--- src/hw/rtl/ffha_pkg.sv ---
package ffha_pkg;

  // field widths
  localparam int ADDR_W = 24;
  localparam int STAT_W = 3;

  // defaults and fixed sizes
  localparam int DEF_MAX_BLOCKS = 64;
  localparam int HEADER_BYTES   = 16;
  localparam logic [ADDR_W-1:0] HEAP_LIMIT_RST = 24'd1048576;

  // command codes
  typedef enum logic {
    CMD_ALLOC = 1'b0,
    CMD_FREE  = 1'b1
  } cmd_t;

  // result status codes
  typedef enum logic [STAT_W-1:0] {
    ST_DONE    = 3'd0,
    ST_NULL    = 3'd1,
    ST_LIMIT   = 3'd2,
    ST_FULL    = 3'd3,
    ST_UNKNOWN = 3'd4
  } status_t;

  // controller states
  typedef enum logic [1:0] {
    S_IDLE,
    S_RD,
    S_CHK,
    S_GROW
  } state_t;

  // one row of the block table
  typedef struct packed {
    logic [ADDR_W-1:0] start;
    logic [ADDR_W-1:0] size;
    logic              free;
  } entry_t;

endpackage

--- src/hw/rtl/first_fit_heap_allocator_unit.sv ---
// channel   ports                                         handshake
// --------  --------------------------------------------  -------------------------------
// input     in_cmd, in_req_size, in_free_addr             start & !busy
// result    out_result_addr, out_status                   out_valid, one cycle, no stall
// config    cfg_heap_limit                                cfg_valid & cfg_ready
//
// a null request (zero size, null address) answers the cycle after it is accepted
// a table walk examines each entry with a memory read (S_RD), then a compare (S_CHK),
// and stops at the first hit or after the last of at most MAX_BLOCKS table entries
// growth of the heap runs in S_GROW after the walk; result strobes the cycle after
// reset clears the block count and heap top; table contents are not cleared
// busy stays high for the whole walk; results cannot be held off by the receiver
module first_fit_heap_allocator_unit #(
  parameter int MAX_BLOCKS = ffha_pkg::DEF_MAX_BLOCKS
) (
  input  logic                        clk,
  input  logic                        rst_n,
  input  logic                        start,
  output logic                        busy,
  input  logic                        in_cmd,
  input  logic [ffha_pkg::ADDR_W-1:0] in_req_size,
  input  logic [ffha_pkg::ADDR_W-1:0] in_free_addr,
  output logic                        out_valid,
  output logic [ffha_pkg::ADDR_W-1:0] out_result_addr,
  output logic [ffha_pkg::STAT_W-1:0] out_status,
  input  logic                        cfg_valid,
  output logic                        cfg_ready,
  input  logic [ffha_pkg::ADDR_W-1:0] cfg_heap_limit
);

  localparam int IDX_W = (MAX_BLOCKS > 1) ? $clog2(MAX_BLOCKS) : 1;
  localparam int CNT_W = $clog2(MAX_BLOCKS + 1);
  localparam int AW    = ffha_pkg::ADDR_W;

  // block table
  ffha_pkg::entry_t mem [MAX_BLOCKS];
  ffha_pkg::entry_t rd_data_r;
  logic             mem_we;
  logic [IDX_W-1:0] mem_waddr;
  ffha_pkg::entry_t mem_wdata;

  // control and state registers
  ffha_pkg::state_t  state_r, state_nxt;
  logic [IDX_W-1:0]  idx_r, idx_nxt;
  logic [CNT_W-1:0]  count_r, count_nxt;
  logic [AW-1:0]     top_r, top_nxt;
  logic [AW-1:0]     limit_r;
  logic              cmd_r;
  logic [AW-1:0]     size_r;
  logic [AW-1:0]     addr_r;
  logic              out_valid_r;
  logic [AW-1:0]     res_addr_r;
  ffha_pkg::status_t res_status_r;

  // per-cycle decisions
  logic              accept;
  logic              in_null;
  logic              is_last;
  logic              alloc_hit;
  logic              free_hit;
  logic [AW+1:0]     new_top;
  logic [AW-1:0]     grow_start;
  logic              fin;
  logic [AW-1:0]     res_addr;
  ffha_pkg::status_t res_status;

  assign accept    = start && (state_r == ffha_pkg::S_IDLE);
  assign in_null   = (in_cmd == ffha_pkg::CMD_ALLOC) ? (in_req_size == '0)
                                                     : (in_free_addr == '0);
  assign is_last   = ((CNT_W'(idx_r) + CNT_W'(1)) == count_r);
  assign alloc_hit = (cmd_r == ffha_pkg::CMD_ALLOC) && rd_data_r.free
                     && (rd_data_r.size >= size_r);
  assign free_hit  = (cmd_r == ffha_pkg::CMD_FREE) && (rd_data_r.start == addr_r);
  assign new_top   = {2'b00, top_r} + (AW+2)'(ffha_pkg::HEADER_BYTES)
                     + {2'b00, size_r};
  assign grow_start = top_r + AW'(ffha_pkg::HEADER_BYTES);

  // datapath actions per state
  always_comb begin
    mem_we     = 1'b0;
    mem_waddr  = idx_r;
    mem_wdata  = rd_data_r;
    fin        = 1'b0;
    res_addr   = '0;
    res_status = ffha_pkg::ST_DONE;
    count_nxt  = count_r;
    top_nxt    = top_r;
    idx_nxt    = idx_r;
    case (state_r)
      ffha_pkg::S_IDLE: begin
        if (accept) begin
          idx_nxt = '0;
          if (in_null) begin
            fin        = 1'b1;
            res_status = ffha_pkg::ST_NULL;
          end else if ((in_cmd == ffha_pkg::CMD_FREE) && (count_r == '0)) begin
            fin        = 1'b1;
            res_status = ffha_pkg::ST_UNKNOWN;
          end
        end
      end
      ffha_pkg::S_RD: begin
      end
      ffha_pkg::S_CHK: begin
        if (alloc_hit) begin
          // reuse the whole block
          mem_we         = 1'b1;
          mem_wdata.free = 1'b0;
          fin            = 1'b1;
          res_addr       = rd_data_r.start;
        end else if (free_hit) begin
          fin = 1'b1;
          if (is_last) begin
            // pop the last block and lower the top
            count_nxt = count_r - CNT_W'(1);
            top_nxt   = addr_r - AW'(ffha_pkg::HEADER_BYTES);
          end else begin
            mem_we         = 1'b1;
            mem_wdata.free = 1'b1;
          end
        end else if (!is_last) begin
          idx_nxt = idx_r + IDX_W'(1);
        end else if (cmd_r == ffha_pkg::CMD_FREE) begin
          fin        = 1'b1;
          res_status = ffha_pkg::ST_UNKNOWN;
        end
      end
      ffha_pkg::S_GROW: begin
        fin = 1'b1;
        if (new_top > {2'b00, limit_r}) begin
          res_status = ffha_pkg::ST_LIMIT;
        end else if (count_r == CNT_W'(MAX_BLOCKS)) begin
          res_status = ffha_pkg::ST_FULL;
        end else begin
          // append a block at the heap top
          mem_we          = 1'b1;
          mem_waddr       = count_r[IDX_W-1:0];
          mem_wdata.start = grow_start;
          mem_wdata.size  = size_r;
          mem_wdata.free  = 1'b0;
          res_addr        = grow_start;
          count_nxt       = count_r + CNT_W'(1);
          top_nxt         = new_top[AW-1:0];
        end
      end
      default: begin
      end
    endcase
  end

  // next state
  always_comb begin
    state_nxt = state_r;
    case (state_r)
      ffha_pkg::S_IDLE: begin
        if (accept && !fin) begin
          if ((in_cmd == ffha_pkg::CMD_ALLOC) && (count_r == '0)) begin
            state_nxt = ffha_pkg::S_GROW;
          end else begin
            state_nxt = ffha_pkg::S_RD;
          end
        end
      end
      ffha_pkg::S_RD: begin
        state_nxt = ffha_pkg::S_CHK;
      end
      ffha_pkg::S_CHK: begin
        if (alloc_hit || free_hit) begin
          state_nxt = ffha_pkg::S_IDLE;
        end else if (!is_last) begin
          state_nxt = ffha_pkg::S_RD;
        end else if (cmd_r == ffha_pkg::CMD_ALLOC) begin
          state_nxt = ffha_pkg::S_GROW;
        end else begin
          state_nxt = ffha_pkg::S_IDLE;
        end
      end
      ffha_pkg::S_GROW: begin
        state_nxt = ffha_pkg::S_IDLE;
      end
      default: begin
        state_nxt = ffha_pkg::S_IDLE;
      end
    endcase
  end

  // table memory: writes land only at the end of an item, before the next read
  always_ff @(posedge clk) begin
    if (mem_we) begin
      mem[mem_waddr] <= mem_wdata;
    end
    rd_data_r <= mem[idx_r];
  end

  // control registers
  always_ff @(posedge clk) begin
    if (!rst_n) begin
      state_r     <= ffha_pkg::S_IDLE;
      idx_r       <= '0;
      count_r     <= '0;
      top_r       <= '0;
      limit_r     <= ffha_pkg::HEAP_LIMIT_RST;
      out_valid_r <= 1'b0;
    end else begin
      state_r     <= state_nxt;
      idx_r       <= idx_nxt;
      count_r     <= count_nxt;
      top_r       <= top_nxt;
      out_valid_r <= fin;
      if (cfg_valid) begin
        limit_r <= cfg_heap_limit;
      end
    end
  end

  // captured item and result payload
  always_ff @(posedge clk) begin
    if (accept) begin
      cmd_r  <= in_cmd;
      size_r <= in_req_size;
      addr_r <= in_free_addr;
    end
    if (fin) begin
      res_addr_r   <= res_addr;
      res_status_r <= res_status;
    end
  end

  assign busy            = (state_r != ffha_pkg::S_IDLE);
  assign cfg_ready       = 1'b1;
  assign out_valid       = out_valid_r;
  assign out_result_addr = res_addr_r;
  assign out_status      = res_status_r;

  // checks
  a_count_bound: assert property (@(posedge clk) disable iff (!rst_n)
    count_r <= CNT_W'(MAX_BLOCKS))
    else $error("block count beyond table depth");

  a_grow_answers: assert property (@(posedge clk) disable iff (!rst_n)
    (state_r == ffha_pkg::S_GROW) |=> out_valid_r)
    else $error("growth step gave no result");

  a_write_place: assert property (@(posedge clk) disable iff (!rst_n)
    mem_we |-> (state_r == ffha_pkg::S_CHK || state_r == ffha_pkg::S_GROW))
    else $error("table written outside check or growth");

  a_result_idle: assert property (@(posedge clk) disable iff (!rst_n)
    out_valid_r |-> (state_r == ffha_pkg::S_IDLE))
    else $error("result shown while still walking");

endmodule

--- config.mk ---
export PLATFORM = sky130hd
export DESIGN_NAME = first_fit_heap_allocator_unit
export DESIGN_NICKNAME = d
export VERILOG_FILES = /design/src/hw/rtl/ffha_pkg.sv /design/src/hw/rtl/first_fit_heap_allocator_unit.sv
export SDC_FILE = /design/constraint.sdc
export NUM_CORES = 2
export LEC_CHECK = 0
export BUFFER_PORTS_ARGS = -buffer_cell sky130_fd_sc_hd__buf_2
export CAP_MARGIN = 10
export CORE_MARGIN = 3
export CORE_UTILIZATION = 57
export DETAILED_ROUTE_END_ITERATION = 16
export HOLD_SLACK_MARGIN = 0.15
export PLACE_DENSITY_LB_ADDON = 0.05
export RECOVER_POWER = 100
export SLEW_MARGIN = 10
export SYNTH_ARGS = -nofsm -noshare
export SYNTH_HDL_FRONTEND = slang
export SYNTH_SLANG_ARGS = --single-unit
--- constraint.sdc ---
create_clock -name clk -period 7.3 [get_ports clk]
set_input_delay 1.095 -clock clk [delete_from_list [all_inputs] [get_ports clk]]
set_output_delay 1.095 -clock clk [all_outputs]
set_load 0.02 [all_outputs]
# == After elaboration in Yosys (flattened, before gate mapping) ==
# Memories as Yosys holds them, arrays and structs flattened. A register that Yosys moved wholly into a read port is not among the register bits.
# Cells that the tools add are included.
# word_totals
regBits,140
mem_bits_rw,3136
in_bits,77
out_inout_bits,30
elab_cells,121
mem_count,1
# mem_list
name,depth,word_bits,read_ports,rd_ports_with_merged_regs,write_ports,line,rtl
mem,64,49,1,1,1,first_fit_heap_allocator_unit.sv:36,ffha_pkg::entry_t mem [MAX_BLOCKS];
# op_classes
addsub,8
order_cmp,2
n_eq_ne,15
muxes,64
bitwise_logic,2
n_reduce_logical,18
# ops
op,n
2-to-1 mux 24 bit,8
2-to-1 mux 49 bit,2
one-hot mux 24 bit (2 select lines),2
zero test 24 bit,2
2-to-1 mux 48 bit,1
2-to-1 mux 6 bit,7
2-to-1 mux 7 bit,5
adder 25 x 24 -> 26 bit,1
> comparator 26 x 24 -> 1 bit,1
"adder 24 x 5 -> 25 bit, second input constant",1
"adder 24 x 5 -> 24 bit, second input constant",1
== test 24 bit,1
greater-or-equal comparator 24 bit,1
2-to-1 mux 3 bit,8
"subtractor 24 x 5 -> 24 bit, second input constant",1
2-to-1 mux 1 bit,18
"inequality test 2 bit, second input constant",8
one-hot mux 7 bit (2 select lines),1
2-to-1 mux 2 bit,6
one-hot mux 6 bit (2 select lines),1
one-hot mux 3 bit (3 select lines),1
one-hot mux 2 bit (4 select lines),1
"adder 6 x 1 -> 7 bit, second input constant",1
"adder 7 x 1 -> 7 bit, second input constant",1
other kinds (18),29

# == Depth between registers and ports, before layout ==
# depth
word_depth,10
ltp_mapped,23
depth_no_buf,21

# == Worst setup path after synthesis ==
# No wires, ideal clock.
# synth_path
path_type,register -> register
startpoint,reg top_r[4]
endpoint,"mem mem[0][22] (netlist name), data pin"
setup_ns,0.702
t_arrival_ns,6.783
required_ns,6.598
slack_ns,-0.185
path_stages_with_launch,23
path_buffers,2
period_less_slack_ns,7.485
path_cell_list,dfxtp_1 > inv_1 > ha_1 > inv_1 > ha_1 > o21ai_1 > nor4b_2 > a211oi_2 > o32ai_4 > o21ai_0 > a32oi_1 > xnor2_1 > ha_1 > a2111oi_0 > o21ai_0 > o21a_1 > a221o_1 > a31o_2 > nor4_4 > buf_4 > nand2_4 > clkbuf_1 > o21ai_0
# synth_rtl
item,line,rtl
from (decl),first_fit_heap_allocator_unit.sv:46,"logic [AW-1:0] top_r, top_nxt;"
from (signal assigned),first_fit_heap_allocator_unit.sv:208,top_r <= top_nxt;
to (decl),first_fit_heap_allocator_unit.sv:36,

# == Final worst setup path ==
# layout_path
startpoint,reg size_r[1]
endpoint,"mem mem[58][8] (netlist name), enable pin"
# layout_between
elab_chain_len,6
elab_cells_between_ends,11
classes_between,add/sub (1); order compare (2); mux (7); reduce/logical (1)
# layout_lines
item,line,rtl
from (decl),first_fit_heap_allocator_unit.sv:49,logic [AW-1:0] size_r;
from (signal assigned),first_fit_heap_allocator_unit.sv:220,size_r <= in_req_size;
adder 25 x 24 -> 26 bit or greater-or-equal comparator 24 bit (tied branches),"first_fit_heap_allocator_unit.sv:75, first_fit_heap_allocator_unit.sv:72",
> comparator 26 x 24 -> 1 bit or logical AND 1 bit (tied branches),"first_fit_heap_allocator_unit.sv:130, first_fit_heap_allocator_unit.sv:72",
"2-to-1 mux 1 bit, on equally long branches","first_fit_heap_allocator_unit.sv:130, first_fit_heap_allocator_unit.sv:105",
one-hot mux 1 bit (2 select lines),first_fit_heap_allocator_unit.sv:89,case (state_r)
2-to-1 mux 1 bit,first_fit_heap_allocator_unit.sv:189,if (mem_we) begin
2-to-1 mux 1 bit (implied by the code),first_fit_heap_allocator_unit.sv:190,mem[mem_waddr] <= mem_wdata;
# Parallel ways exist; a longest one is shown, timed or not.

==> results.md <==
* CTS tree: done
* Post-route cell area at roughly 150000 um^2
* Max-Slew Margin vs Limit at -1.35
* Pleak at 0.0452 uW
* RSZ-0062 raised after global routing: no
* Sequential cell area fraction in the yosys report at 0.762
* Tot GR Track Use at 0.310
* Core area at between 200000 and 250000 um^2
* First-pass GRT wire length at 497000 um
* Post-synthesis net count at just under 6000
* Total chip power at 42200 uW
* Clock Path Buffers at 4
* Max cap viols at 8
* Area delta synth->final at 13.4%
* Area after DPL at about 140000 um^2
* Avg WL per Cell at 38.1 um
* Initial Utilization at 0.575
* Placer Congestion at just under 0.9
* CP Data Arrival Time at between 7 and 8 ns
* Ys Warns at 0
* Ys flop type: edfxtp_1
* Ys async rst share at 0
* H-tree level count at 5
* Crit. Startpoint: size_r[1]$_DFFE_PP_
* Peak VDD IR at 249 uV
* Endpoints failing setup at 0
* Layout fillers at about 15000
* Slew Limit Fails at between 300 and 400
* Setup TNS at 0 ns
* Max Fanout on Critical Path at 34
* Post-route ant nets at 0
* Worst setup path category: flip-flop to flip-flop
* CP endpoint kind: flip-flop
* Endpoints failing hold at 0
* R2R setup slack at ~0.30 ns
* Yosys reg bits at 3325
* Die height at slightly below 500 um
* Die area at 233000 um^2
* DP HPWL at about 210000 um
* Largest net degree at the start of global routing at between 100 and 150
* Worst slew pin tran at ~3.5 ns
* Status: finished, violations left
* Die X at approximately 480 um
* Yosys cell types at 75
* Clk sinks at between 3000 and 4000
* Register clock-pin slew on the reported worst setup and hold paths at roughly 0.06 ns
* Drt total wl at 356000 um
* Port Buffers at ~110
* DR vias/cell at ~6.8
* Worst Hold Launch: in_free_addr[10]
* Worst r2r src: size_r[1]$_DFFE_PP_
* Synthesized area per cell at 22.9 um^2
* DRT iter0 DRCs at 9110
* Startpoint types: flip-flop
* CTS Hold Bufs at 0
* Count of flip-flops with a built-in enable after synthesis at approximately 3200
* Initial antenna violation count at 31
* DRC Markers at 0
* DRT Pass-1 Iters at 6
* Synthesized instance count at around 5700
* Worst-Skew Late Latency at approximately 0.95 ns
* Via count at approximately 64000
* Global route total overflow at 0
* Cell Area, Synth at approximately 130000 um^2
* TritonCTS buffer count at around 350
* NumNets Final at between 6000 and 7000
* Ratio of cells with drive above 1 in the final layout at 0.297
* Post-route minimum period at about 7 ns
* Failing checks: capacitance limit, slew limit
* PD cells at around 290 nW/um^2
* I/O pin total at roughly 110
* Hold WC Path Type: input port to flip-flop
* Placed Cells at around 8700
* Tcrit/Tclk final at 0.958
* Clk root buf: clkbuf_16
* Peak Freq at 0.143 GHz
* Std-Cell Rows at between 150 and 200
* CP required at just under 8 ns
* Post-route insts no fill at around 9400
* Setup Skew at between 0.06 and 0.07 ns
* Vias in the first global route at 61953
[critical path, cell delays in order, from the launching register on]
cell,delay (ns)
edfxtp_1,0.42
ha_1,0.33
ha_1,0.25
fa_1,0.48
nand3_1,0.11
a21boi_0,0.19
a21boi_1,0.41
o21ai_0,0.25
a31oi_1,0.21
o21bai_1,0.09
xor2_1,0.17
ha_1,0.21
a2111oi_0,0.39
o21ai_0,0.19
o21a_1,0.16
a221o_1,0.31
a31o_2,0.28
nor4_4,0.35
buf_12,0.18
buf_4,0.16
a21oi_1,0.11
a22oi_2,0.77
nor2_2,0.26
buf_12,0.27
[power breakdown]
part           switching, uW  internal [uW]
sequential               179          21600
combinational           2250           1310
clock                   7020           9820
total                   9450          32800
[cell usage after synthesis, drive strengths merged, types with 3 or more instances]
library cell / number / area [um^2]
edfxtp: 3212 / 96500
mux4: 1029 / 23200
clkbuf: 207 / 777
nor2: 174 / 676
nand2: 141 / 537
dfxtp: 113 / 2260
ha: 103 / 1290
inv: 69 / 259
buf: 67 / 278
o21ai: 60 / 300
a21oi: 56 / 280
a21o: 52 / 390
xnor2: 47 / 412
xor2: 45 / 394
nand3: 36 / 180
mux2i: 26 / 260
nor4: 21 / 146
o211ai: 19 / 143
nor3: 17 / 85.1
o21a: 14 / 105
a211oi: 13 / 108
and3: 12 / 75.1
nand4: 11 / 75.1
or3: 8 / 50.1
a31oi: 7 / 43.8
nand2b: 7 / 43.8
and2: 6 / 37.5
nor2b: 6 / 37.5
o21bai: 5 / 37.5
o22ai: 5 / 31.3
a2111oi: 4 / 35.0
a211o: 4 / 35.0
a21boi: 4 / 30.0
a221o: 4 / 41.3
a311oi: 4 / 35.0
and4: 4 / 35.0
or2: 4 / 25.0
o221ai: 3 / 32.5
[flip-flops by register name (all words and copies together) (netlist names)]
| signal | cells |
|---|---|
| cmd_r | 1 |
| size_r | 24 |
| count_r | 7 |
| out_result_addr | 24 |
| rd_data_r | 49 |
| state_r | 2 |
| out_valid | 1 |
| out_status | 3 |
| mem | 3136 |
| addr_r | 24 |
| idx_r | 6 |
| top_r | 24 |
| limit_r | 24 |
[layout make-up]
class                      instances  area [um^2]  share of cell area
inverter                          71          272             0.00185
clock inverter                   157         1320             0.00897
antenna                           13         32.5            0.000221
sequential                      3325        98700               0.672
clock buffer                     453         9410              0.0640
multi-input combinational       1991        30300               0.206
tap                             2992         3740              0.0255
timing repair buffer             354         3130              0.0213
[per-stage QoR]
step,hold slack [ns],setup slack (ns),util
final,0.396,0.304,0.651
after global routing,0.353,0.0101,0.651
after CTS,0.299,0.0825,0.654
after detailed placement,0.484,0.106,0.607
after global placement,0.476,0.142,0.607
after floorplan,0.460,-0.185,-
[kinds of logic (layout without fill, tap and decap cells)]
kind of cell             count (synthesis)  after routing  synth area share
AO/OA/AOI/OAI                          278            278            0.0146
XOR/XNOR                                93             93           0.00639
adder cells (fa/ha/maj)                105            105            0.0103
buffers and inverters                  345           1035            0.0102
flip-flops                            3325           3325             0.762
multiplexers                          1055           1055             0.181
other                                    1             14         0.0000289
AND/OR/NAND/NOR                        455            459            0.0160
[repair_timing]
action                     CTS  global route
setup endpoints to repair    0           740
buffers inserted             0             4
gates resized for setup      0             1
[cell usage in the layout, fill, tap and decap left out, types with 24 or more instances in the layout]
master and count:
edfxtp_1 3212, mux4_2 1029, clkbuf_16 354, clkbuf_1 163, nand2_1 137, nor2_1 117
dfxtp_1 109, ha_1 103, buf_4 99, inv_1 68, clkinv_1 68, buf_12 65
a21oi_1 56, a21o_1 52, nor2_4 51, clkinv_2 50, xnor2_1 47, xor2_1 45
clkbuf_4 43, buf_2 38, nand3_1 36, o21ai_0 30, mux2i_1 26, o21ai_4 24
[metal layers]
metal,vias to the layer above,share of wire,GRT usage,wire length (um)
met5,-,0.00019,0,69
met4,10,0.028,0.0779,10000
met3,553,0.10,0.0607,36800
met2,3660,0.47,0.467,166000
met1,34752,0.40,0.477,143000
li1,24961,-,-,-
[path summary, 6_finish.rpt]
| path | to | depth (start not counted) |
|---|---|---|
| hold / removal | addr_r[10]$_DFFE_PP_ | 1 |
| setup / recovery | mem[58][8]$_DFFE_PP_ | 23 |
| setup reg to reg | mem[58][8]$_DFFE_PP_ | 23 |
| hold reg to reg | limit_r[14]$_SDFFE_PN0P_ | 2 |
(Power assumes the default switching activity.)
